[config.mk]
export PLATFORM = sky130hd
export DESIGN_NAME = tscd_queue
export DESIGN_NICKNAME = d
export VERILOG_FILES = /design/src/rtl/core/tscd_pkg.sv /design/src/rtl/core/tscd_queue.sv
export SDC_FILE = /design/constraint.sdc
export NUM_CORES = 1
export LEC_CHECK = 0
export BUFFER_PORTS_ARGS = -buffer_cell sky130_fd_sc_hd__clkbuf_2
export CORE_AREA = 2 2 445 447
export DETAILED_ROUTE_END_ITERATION = 10
export DIE_AREA = 0 0 447 449
export GPL_TIMING_DRIVEN = 0
export PLACE_DENSITY = 0.4
export SLEW_MARGIN = 10
export SYNTH_ARGS = -nofsm -noshare
export SYNTH_HDL_FRONTEND = slang
export SYNTH_SLANG_ARGS = --single-unit
[constraint.sdc]
create_clock -name clk -period 33.2 [get_ports clk]
set_input_delay 6.64 -clock clk [delete_from_list [all_inputs] [get_ports clk]]
set_output_delay 6.64 -clock clk [all_outputs]
set_load 0.01 [all_outputs]
[src/rtl/core/tscd_pkg.sv]
// ----------------------------------------------------------------------------
// tscd_pkg: shared types and constants of the tsc current deposit unit
// grid geometry, operation codes, command record and the tsc weight function
// ----------------------------------------------------------------------------
package tscd_pkg;

  localparam int COL_BITS    = 6;
  localparam int ROW_BITS    = 6;
  localparam int GRID_COLS   = 1 << COL_BITS;
  localparam int GRID_ROWS   = 1 << ROW_BITS;
  localparam int CELLS       = GRID_COLS * GRID_ROWS;
  localparam int ADDR_BITS   = COL_BITS + ROW_BITS;
  localparam int ACC_W       = 48;
  localparam int WT_W        = 32;
  localparam int AMP_W       = 48;
  localparam int FRAC_BITS   = 16;
  localparam int UX_W        = FRAC_BITS + COL_BITS;
  localparam int UY_W        = FRAC_BITS + ROW_BITS;
  localparam int INC_W       = 41;
  localparam int QUEUE_DEPTH = 2;

  // operation codes of an input item
  localparam logic [1:0] OP_DEPOSIT    = 2'd0;
  localparam logic [1:0] OP_READ       = 2'd1;
  localparam logic [1:0] OP_READ_CLEAR = 2'd2;
  localparam logic [1:0] OP_IGNORED    = 2'd3;

  // configuration register indexes
  localparam logic [1:0] REG_INV_WIDTH     = 2'd0;
  localparam logic [1:0] REG_INV_HEIGHT    = 2'd1;
  localparam logic [1:0] REG_CURRENT_SCALE = 2'd2;

  localparam logic [31:0] INV_WIDTH_RESET     = 32'h0001_0000;
  localparam logic [31:0] INV_HEIGHT_RESET    = 32'h0001_0000;
  localparam logic [31:0] CURRENT_SCALE_RESET = 32'h0001_0000;

  localparam logic [WT_W:0]   WT_ONE           = 33'h1_0000_0000;
  localparam logic [WT_W-1:0] WT_THREE_QUARTER = 32'hC000_0000;

  typedef enum logic [1:0] {CMD_DEPOSIT, CMD_READ, CMD_READ_CLEAR} cmd_kind_t;

  typedef logic [2:0][WT_W-1:0] wset_t;

  typedef struct packed {
    wset_t               w;
    logic [COL_BITS-1:0] c;
  } axis_x_t;

  typedef struct packed {
    wset_t               w;
    logic [ROW_BITS-1:0] c;
  } axis_y_t;

  typedef struct packed {
    cmd_kind_t              kind;
    axis_x_t                x1;
    axis_x_t                xh;
    axis_y_t                y1;
    axis_y_t                yh;
    logic [2:0][AMP_W-1:0]  amp;
    logic [2:0]             neg;
    logic [COL_BITS-1:0]    col;
    logic [ROW_BITS-1:0]    row;
  } cmd_t;

  typedef enum logic [3:0] {
    F_IDLE, F_MULT, F_GAMMA, F_SQRT, F_DIV, F_AMP_MUL, F_AMP_SCALE, F_AMP_SUM, F_PUSH
  } front_state_t;

  typedef enum logic [2:0] {
    B_CLEAR, B_IDLE, B_DEPOSIT, B_DRAIN, B_READ, B_READ_DATA
  } back_state_t;

  // three quadratic weights from the fraction f of the shifted position
  function automatic wset_t tsc_weights(input logic [FRAC_BITS-1:0] f);
    logic [FRAC_BITS:0]     dm;
    logic [2*FRAC_BITS+1:0] dsq;
    logic [FRAC_BITS-1:0]   xm;
    logic [2*FRAC_BITS-1:0] xsq;
    logic [WT_W:0]          w2;
    wset_t                  w;
    dm   = {1'b1, {FRAC_BITS{1'b0}}} - {1'b0, f};
    dsq  = dm * dm;
    w[0] = dsq[WT_W:1];
    xm   = f[FRAC_BITS-1] ? {1'b0, f[FRAC_BITS-2:0]}
                          : ({1'b1, {(FRAC_BITS-1){1'b0}}} - f);
    xsq  = xm * xm;
    w[1] = WT_THREE_QUARTER - xsq;
    w2   = WT_ONE - {1'b0, w[0]} - {1'b0, w[1]};
    w[2] = w2[WT_W-1:0];
    return w;
  endfunction

endpackage

[src/rtl/core/tscd_queue.sv]
// ----------------------------------------------------------------------------
// tscd_queue: short command queue between front and back
// ----------------------------------------------------------------------------
module tscd_queue (
  input  logic            clk,
  input  logic            rst,
  input  logic            push_valid,
  output logic            push_ready,
  input  tscd_pkg::cmd_t  push_cmd,
  output logic            pop_valid,
  input  logic            pop_ready,
  output tscd_pkg::cmd_t  pop_cmd
);

  localparam int PTR_BITS = $clog2(tscd_pkg::QUEUE_DEPTH);

  tscd_pkg::cmd_t        entry [tscd_pkg::QUEUE_DEPTH];
  logic [PTR_BITS-1:0]   wptr, rptr;
  logic [PTR_BITS:0]     count;
  logic                  do_push, do_pop;

  assign push_ready = count != (PTR_BITS+1)'(tscd_pkg::QUEUE_DEPTH);
  assign pop_valid  = count != '0;
  assign pop_cmd    = entry[rptr];
  assign do_push    = push_valid && push_ready;
  assign do_pop     = pop_valid && pop_ready;

  always_ff @(posedge clk) begin
    if (rst) begin
      wptr  <= '0;
      rptr  <= '0;
      count <= '0;
    end else begin
      if (do_push) wptr <= wptr + 1'b1;
      if (do_pop)  rptr <= rptr + 1'b1;
      count <= count + (PTR_BITS+1)'(do_push) - (PTR_BITS+1)'(do_pop);
    end
  end

  always_ff @(posedge clk) begin
    if (do_push) begin
      entry[wptr] <= push_cmd;
    end
  end

endmodule

Word-level counts from Yosys, hierarchy flattened
Memory sizes are Yosys's and may differ from the RTL's. A register that Yosys moved wholly into a read port is not among the register bits. Index checks and enable logic that the tools add are counted. Widths: inputs -> output; s select.

Flip-flop bits (word level): 4. Memory bits (writable): 1138. Input port bits: 573. Output and inout bits: 571. Word-level logic and storage cells: 16. Memories kept: 1.

Memories: entry (depth 2, bits a word 569, read ports 1, clocked after memory_dff 1, wr ports 1, RTL line tscd_queue.sv:17) `tscd_pkg::cmd_t entry [tscd_pkg::QUEUE_DEPTH];`.

$add $sub $neg: 4. Equality and inequality tests: 1. Muxes and demuxes: 4. Reductions and logical operators: 3.

Operators with widths (number): $mux 1 (4); $add 1x1->1 const B (2); $add 2x1->2 (1); $logic_and 1x1->1 (2); $ne 2x2->1 const B (1); $reduce_bool 2->1 (1); $sub 2x1->2 (1).

Logic depth before layout (Yosys ltp)
Gate-level depths: netlist of run 1.

Depth in word-level cells: 4. Gate-level depth with buffers: 6. Mapped depth without buffers: 6.

Worst setup path after synthesis of run 1
Ideal clock, no wire load.

Kind: input to register. Start point: input port push_valid. End point: memory entry[1][0] in the netlist's numbering, enable pin. Setup time: 1012 ps. Arrival: 19574 ps. Data required time: 32188 ps. Slack: 12614 ps. Cell stages on the path: 1. Path buffers: 0. Cells stage by stage: and3_1.

Word-level cells in the longest chain between the ends: 3.

RTL lines: from (decl) (RTL line tscd_queue.sv:7) `input logic push_valid,`; $logic_and 1x1->1 (RTL line tscd_queue.sv:25) `assign do_push = push_valid && push_ready;`; $mux 1 (RTL line tscd_queue.sv:41) `if (do_push) begin`; $mux 1 (implied by the code) (RTL line tscd_queue.sv:42) `entry[wptr] <= push_cmd;`; to (decl) (RTL line tscd_queue.sv:17).

No other way between the ends.

==> impl_metrics.tcl, run 1 <==
set metrics [dict create \
    num_vias 22461 \
    yosysWarnings 0 \
    ir_drop_uv 42.6 \
    top_layer "met5" \
    portBuffers 1143 \
    clk_pin_slew_ps 50 \
    crit_cells 4 \
    cts_root_buffer "clkbuf_16" \
    crit_path_end "pop_cmd[36]" \
    drt-met1-wl_mm 54.3 \
    wl_met2_mm 77.5 \
    hp-class "register to register" \
    arrival_ps 2420 \
    avgSynthCellArea_um2 24.2 \
    wl_mm 148 \
    post-dp-hpwl_mm 113 \
    path_cells "buf_6, buf_2, mux2_2, clkbuf_2" \
    syn_inst 1799 \
    rows 163 \
    grt_max_degree 91 \
    net-switching-power_w 0.00121 \
    cts_buffer_depth 3 \
    finalHoldViolCount 0 \
    die-height_um 449 \
    clk_latency_ps 780 \
    synth.cell_area_um2 43500 \
    synthTopCellsByArea "edfxtp_1, mux2_4, mux2_2, buf_8, buf_6" \
    ios 1144 \
    ys_ff_latch 1143 \
    final_layout_size_suffix_gt1_share_pct 61.9 \
    gp_congestion 0.845 \
    critPathSlowestCell "mux2_2" \
    die_w_um 447 \
    htreeDepth 4 \
    cts_tree "built" \
    ant_nets 0 \
    first_pass_iters 5 \
    p_per_area_nw_per_um2 74.4 \
    grt_antenna_before_repair 57 \
    syn_nets 2373 \
    grt_pass1_vias 22872 \
    crit_type "register to output pin" \
    worstMarginPinSlew_ps 633 \
    critPathLaunchType "register" \
    max_freq_mhz 110 \
    n_fill_cell 19821 \
    pwr-share-clk_pct 33.5 \
    path_max_fanout 10 \
    cts.sinks 1143 \
    setup_viol 0 \
    drt_iter0_drc 1280 \
    cap_violations 0 \
    r2r-start "count[0]" \
    coreArea_um2 196000 \
    reg2reg_depth 7 \
    holdBufCountCts 0 \
    multi_input_area_um2 8440 \
    synth.distinct_cells 23 \
    relSlewSlack_pct 57.8 \
    swShare_pct 28.4 \
    synth_edf_count 1138 \
    start_util_pct 22.2 \
    grt_first_pass_wirelength_mm 195 \
    fin_crit_ps 9060 \
    avgRoutedWirePerCell_um 25.2 \
    grt_setup_unrepaired "false" \
    cp_top_family "buffers and inverters" \
    final_common_cell "clkbuf_2" \
    min_period_over_period_pct 27.3 \
    fin_nets 3679 \
    maxSlewViolCount 0 \
    tns_ps 0 \
    viasPerCell 3.83 \
    reg2reg_setup_slack_ps 29830 \
    track_usage_pct 14.3 \
    cellLeakagePower_nw 22.0 \
    overflow 0 \
    worst_setup_path_end_kind "output pin" \
    reg2reg_to "entry[0][319]" \
    combPwrFrac_pct 24.7 \
    seq_area_um2 34300 \
    yosys.area.top_type_share_pct 78.6 \
    seq_power_share_pct 41.8 \
    met3_length_mm 11.7 \
    p_int_w 0.00305 \
    area_growth_pct 31.9 \
    worstPathRequired_ps 26560 \
    status "complete, no violations" \
    drc_errors 0 \
    setup_slack_ps 24140 \
    yosysTopAreaCell "edfxtp_1" \
    synthFlopType "edfxtp_1" \
    synth-async-reset-ratio_pct 0 \
    cts_inserted_buffers 141 \
    fin_skew_ps 24.7 \
    layout_common_cells "clkbuf_2, edfxtp_1, mux2_4" \
    slowest_delay_ps 480 \
    place_ws_ps 23580 \
    ys_seq_area_share_pct 78.8 \
    cts_setup_buffers 0 \
    cp_num_buf_inv 3 \
    dieArea_um2 201000 \
    post_cts_resized 0 \
]
==> area by class of cell <==
class	count	share of cell area, %
clock inverter	72	0.932
timing repair buffer	1163	10.9
tap	2640	5.76
multi-input combinational	592	14.7
buffer	63	1.33
inverter	1	0.0196
antenna	7	0.0306
clock buffer	180	6.48
sequential	1143	59.8
==> per-layer routing <==
layer	GRT usage, %	up-vias
li1	-	9904
met4	4.04	48
met1	15.5	11558
met5	0	-
met3	5.53	256
met2	25.6	695
==> worst min-delay path by stage <==
stage	endpoint	slack (ps)	cells after the start	startpoint
2_1_floorplan	register	470	2	rptr
3_3_place_gp	rptr	490	2	rptr
3_5_place_dp	register	490	2	rptr
4_1_cts	register	510	2	rptr
5_1_grt	rptr	530	2	rptr
6_report	register	500	2	rptr
==> synth_stat cells (2+ instances only) <==
cell,instances
nor2_1,5
mux2_2,70
buf_2,6
buf_8,25
a21bo_2,2
buf_6,31
o21ai_0,2
edfxtp_1,1138
dfxtp_1,5
nor2b_1,3
mux2_4,500
==> metrics by stage <==
step                      instances  area, µm²  total power, W  hold slack (ps)  util (%)
after floorplan                1799      43500         0.00251              472         -
after global placement         5582      52500         0.00306              488      26.8
after detailed placement       5602      53100         0.00290              489      27.0
after CTS                      5854      57300         0.00437              509      29.2
after global routing           5856      57300         0.00445              527      29.2
final                          5861      57300         0.00426              504      29.2
==> power by group through the flow <==
| stage | combinational (W) | clock, W | sequential, W |
|---|---|---|---|
| final | 0.00105 | 0.00143 | 0.00178 |
| after global routing | 0.00111 | 0.00154 | 0.00180 |
| after CTS | 0.00109 | 0.00149 | 0.00179 |
| after detailed placement | 0.00109 | 0 | 0.00181 |
| after global placement | 0.00107 | 0 | 0.00199 |
| after floorplan | 0.000611 | 0 | 0.00190 |
==> sequential cells by signal (all words and copies together) (netlist names), named ones only <==
register	cells
count	2
wptr	1
entry	1138
rptr	1
==> cell families (layout without fill, tap and decap cells) <==
group	after synthesis	count (layout)	share of synthesized area (%)
fa+ha+maj	1	1	0.0288
other cells	0	7	0
compound gates	7	7	0.118
mux	570	570	19.1
buf+inv	64	1479	1.76
flops	1143	1143	78.8
xor+xnor	1	1	0.0201
simple gates	13	13	0.158
==> worst register-to-register path, cell delays in order (launching register included) <==
cell      delay (ps)
dfxtp_1          440
nand2b_1         220
nand3b_1         230
inv_8            270
buf_16           370
buf_16           450
buf_16           420
buf_16           490
Note: power is estimated with default switching activity, not from simulation.
==> run 2, diff against run 1 <==
Settings changed: PLACE_DENSITY 0.4 to 0.42.
Clock period 33.2 ns to 7.9 ns, I/O delays scaled along.
==> run 2 against run 1 <==
Register-to-register slack worse by 25000 ps. Sequential cell count unchanged. Sequential share of layout area shrank 0.35 points. Critical path depth is 1 higher.
==> impl_metrics.tcl, run 2 (synthesis results as in run 1) <==
set metrics [dict create \
    worst_hold_slack_ps 499 \
    path_cells "buf_6, buf_8, buf_6, mux2_4, clkbuf_2" \
    portBuffers 1143 \
    placed_area_um2 53300 \
    htreeDepth 4 \
    setup_viol 0 \
    coreArea_um2 196000 \
    min_period_over_period_pct 51.3 \
    cts_inserted_buffers 139 \
    critPathSlowestCell "mux2_4" \
    wl_mm 144 \
    viasPerCell 3.83 \
    gp_congestion 0.833 \
    overflow 0 \
    dieArea_um2 201000 \
    fin_crit_ps 4050 \
    cp_num_buf_inv 4 \
    cp_top_family "buffers and inverters" \
    hold-path-endpoint "rptr" \
    largest_register "entry" \
    clk_latency_ps 790 \
    ios 1144 \
    final_layout_size_suffix_gt1_share_pct 62.0 \
    cellLeakagePower_nw 22.2 \
    fin_util_pct 29.4 \
    status "complete, no violations" \
    max_freq_mhz 247 \
    maxSlewViolCount 0 \
    finalPower_w 0.0181 \
    relSlewSlack_pct 61.6 \
    avgRoutedWirePerCell_um 24.6 \
    p_per_area_nw_per_um2 314 \
    drt_iter0_drc 1195 \
    ant_nets 0 \
    critPathLaunchType "register" \
    final_common_cell "clkbuf_2" \
    hp-start "rptr" \
    final_area_um2 57700 \
    reg2reg_depth 8 \
    rows 163 \
    n_fill_cell 19660 \
    cts_setup_buffers 0 \
    grt_pass1_vias 22826 \
    die_w_um 447 \
    worstMarginPinSlew_ps 576 \
    slowest_delay_ps 360 \
    grt_first_pass_wirelength_mm 191 \
    num_vias 22464 \
    clk_pin_slew_ps 60 \
    r2r-start "count[0]" \
    grt_setup_unrepaired "false" \
    post-dp-hpwl_mm 111 \
    reg2reg_to "entry[0][491]" \
    worstPathRequired_ps 6320 \
    worst_hold_path.num_cells 2 \
    seq_area_um2 34300 \
    holdBufCountCts 0 \
    start_util_pct 22.2 \
    grt_antenna_before_repair 52 \
    reg2reg_setup_slack_ps 5110 \
    layout_common_cells "clkbuf_2, edfxtp_1, mux2_4" \
    post_cts_resized 0 \
    cpMostUsedCell "buf_6" \
    arrival_ps 2470 \
    ir_drop_uv 155 \
    reg.largest.list "entry (1138), count (2)" \
    drc_errors 0 \
    largest_reg_flops 1138 \
    hp-class "register to register" \
    fin_nets 3693 \
    grt_max_degree 52 \
    cts_root_buffer "clkbuf_16" \
    die-height_um 449 \
    cts_buffer_depth 3 \
    area_growth_pct 32.6 \
    first_pass_iters 4 \
    cap_violations 0 \
    cts_tree "built" \
    path_max_fanout 10 \
    crit_type "register to output pin" \
    fin_skew_ps 33.5 \
    track_usage_pct 13.9 \
    finalHoldViolCount 0 \
    multi_input_area_um2 8440 \
    cts.sinks 1143 \
    worst_setup_path_end_kind "output pin" \
]
==> run 2: cell types whose count changed in the layout (fill, tap and decap cells not counted), sizes merged <==
cell | before | now
clkinv | 52 | 47
diode | 7 | 8
clkinvlp | 4 | 3
inv | 14 | 9
buf | 83 | 99
bufinv | 3 | 6
==> run 2: layer usage <==
metal | routed length, µm | global-route usage, %
met2 | 75600 | 24.9
met5 | 224 | 0
met1 | 53300 | 15.1
met3 | 11300 | 5.35
met4 | 3810 | 4.32
==> run 2: how the worst max path moves through the flow <==
stage                     depth (start not counted)  slack, ps       endpoint
after floorplan                                   2      -2750    entry[0][0]
after global placement                            3     -10740  entry[0][534]
after detailed placement                          8       3950  entry[0][534]
after CTS                                         5       3600   pop_cmd[293]
after global routing                              5       3630   pop_cmd[334]
final                                             5       3850   pop_cmd[334]
==> run 2: metrics by stage <==
step	std cells	setup TNS [ps]	worst slack (ps)
floorplan	1799	-1566300	-2750
global placement	5582	-6922960	-10740
detailed placement	5618	0	3950
CTS	5862	0	3600
global route	5867	0	3630
finish	5870	0	3850
==> run 2: tightest hold or removal path, cell delays in order (launching register included) <==
cell	delay (ps)
dfxtp_1	320
xor2_1	80
nor2_1	70
==> run 2: area by class of cell <==
| class | count | share of cell area [%] |
|---|---|---|
| clock inverter | 64 | 1.02 |
| timing repair buffer | 1179 | 11.4 |
| inverter | 1 | 0.0130 |
| antenna | 8 | 0.0347 |
| buffer | 63 | 1.32 |
| multi-input combinational | 592 | 14.6 |
| sequential | 1143 | 59.4 |
| tap | 2640 | 5.73 |
| clock buffer | 180 | 6.45 |
==> run 2: power breakdown <==
group	switching (W)	internal (W)
sequential	0.000124	0.00737
clock	0.00256	0.00353
combinational	0.00243	0.00206
==> run 3, diff against run 2 <==
Settings changed: PLACE_DENSITY 0.42 to 0.4.
Clock period 7.9 ns to 3.84 ns, I/O delays scaled along.
==> run 3 against run 2 <==
Die area unchanged. Global-route usage rose by 0.25 points. Highest routed layer unchanged. Cell area up 0.23%. Non-clock buffer count is 1 lower. Sequential cell count unchanged. Core utilization is 0.066 points higher. Clock skew grew 1.8 ps. Clock power up 110%. Combinational power rose by 100%.
==> impl_metrics.tcl, run 3 (synthesis results as in run 1) <==
set metrics [dict create \
    reg.largest.list "entry (1138), count (2)" \
    gp_congestion 0.829 \
    ir_drop_uv 350 \
    start_util_pct 22.2 \
    clk_latency_ps 800 \
    worstPathRequired_ps 4310 \
    p_per_area_nw_per_um2 649 \
    worst_hold_slack_ps 158 \
    holdBufCountCts 0 \
    cts_setup_buffers 0 \
    status "complete, no violations" \
    worstMarginPinSlew_ps 588 \
    cts_root_buffer "clkbuf_16" \
    fin_util_pct 29.5 \
    grt_max_degree 52 \
    viasPerCell 3.84 \
    cap_violations 0 \
    fin_crit_ps 3310 \
    final_common_cell "clkbuf_2" \
    fin_nets 3694 \
    overflow 0 \
    cellLeakagePower_nw 22.2 \
    worst_setup_path_end_kind "register" \
    portBuffers 1143 \
    area_growth_pct 32.9 \
    num_vias 22510 \
    htreeDepth 4 \
    reg2reg_depth 10 \
    largest_register "entry" \
    first_pass_iters 5 \
    grt_setup_unrepaired "false" \
    post-dp-hpwl_mm 114 \
    hp-class "primary input to register" \
    clk_pin_slew_ps 60 \
    cts.sinks 1143 \
    dieArea_um2 201000 \
    critPathLaunchType "register" \
    layout_common_cells "clkbuf_2, edfxtp_1, mux2_4" \
    maxSlewViolCount 0 \
    cts_tree "built" \
    max_freq_mhz 302 \
    ant_nets 0 \
    dp.cells 5617 \
    worst_hold_path.num_cells 1 \
    ios 1144 \
    track_usage_pct 14.2 \
    crit_type "register to register" \
    die-height_um 449 \
    grt_first_pass_wirelength_mm 194 \
    grt_pass1_vias 22784 \
    seq_area_um2 34300 \
    grt_antenna_before_repair 54 \
    largest_reg_flops 1138 \
    fin_skew_ps 35.3 \
    final_layout_size_suffix_gt1_share_pct 62.4 \
    cts_buffer_depth 3 \
    stdcell_count 5867 \
    post_cts_resized 0 \
    multi_input_area_um2 8440 \
    finalHoldViolCount 0 \
    wl_mm 147 \
    n_fill_cell 19749 \
    cts_inserted_buffers 141 \
    drt_iter0_drc 1241 \
    setup_viol 0 \
    relSlewSlack_pct 60.8 \
    coreArea_um2 196000 \
    arrival_ps 3790 \
    drc_errors 0 \
    min_period_over_period_pct 86.3 \
    avgRoutedWirePerCell_um 25.0 \
    rows 163 \
    path_max_fanout 31 \
    die_w_um 447 \
    tns_ps 0 \
]
-- run 3: cell count changes in the layout (fill, tap and decap cells not counted) --
cell        delta
buf_16         -1
bufinv_16      +4
clkbuf_1      -14
clkbuf_16      +3
clkinv_1       +1
clkinv_16      -1
clkinv_2       +1
clkinv_4       +2
clkinvlp_4     +1
diode_2        +1
inv_16         +1
inv_8          -1
-- run 3: worst paths after layout --
path | endpoint | slack, ps | start
max reg2reg | entry[0][251] | 530 | count[0]
min reg2reg | rptr | 510 | rptr
min | entry[1][159] | 160 | push_cmd[159]
max | entry[0][251] | 530 | count[0]
-- run 3: cell type report --
class                      instances  share of cell area, %
inverter                           1                 0.0130
antenna                            9                 0.0390
clock inverter                    72                   1.25
tap                             2640                   5.72
clock buffer                     169                   6.47
buffer                            63                   1.32
timing repair buffer            1178                   11.3
sequential                      1143                   59.3
multi-input combinational        592                   14.6
-- run 3: where the power goes --
| group | leakage [nW] | internal, W | switching (W) |
|---|---|---|---|
| Sequential | 10.7 | 0.0152 | 0.000253 |
| Combinational | 9.37 | 0.00423 | 0.00491 |
| Clock | 2.17 | 0.00762 | 0.00532 |
-- run 3: critical path, stage by stage, from the launching register on --
cell and delay (ps):
dfxtp_1 440, nand2b_1 220, nand3b_1 150, clkinvlp_4 380, buf_12 270, buf_12 230, buf_12 230, buf_12 230
buf_12 240, buf_12 230, buf_12 220
-- run 3: per-stage QoR --
stage               setup WS, ps  power [W]  cell area [µm²]
finish                       527     0.0375            57800
global route                 189     0.0391            57800
CTS                          402     0.0384            57800
detailed placement           182     0.0251            53300
global placement          -14040     0.0246            52500
floorplan                  -6000     0.0213            43500
-- run 3: layer usage --
layer  routed length, µm  track usage [%]
met5                 312                0
met4                3630             4.35
met3               12000             5.75
met2               75600             24.9
met1               55100             15.6
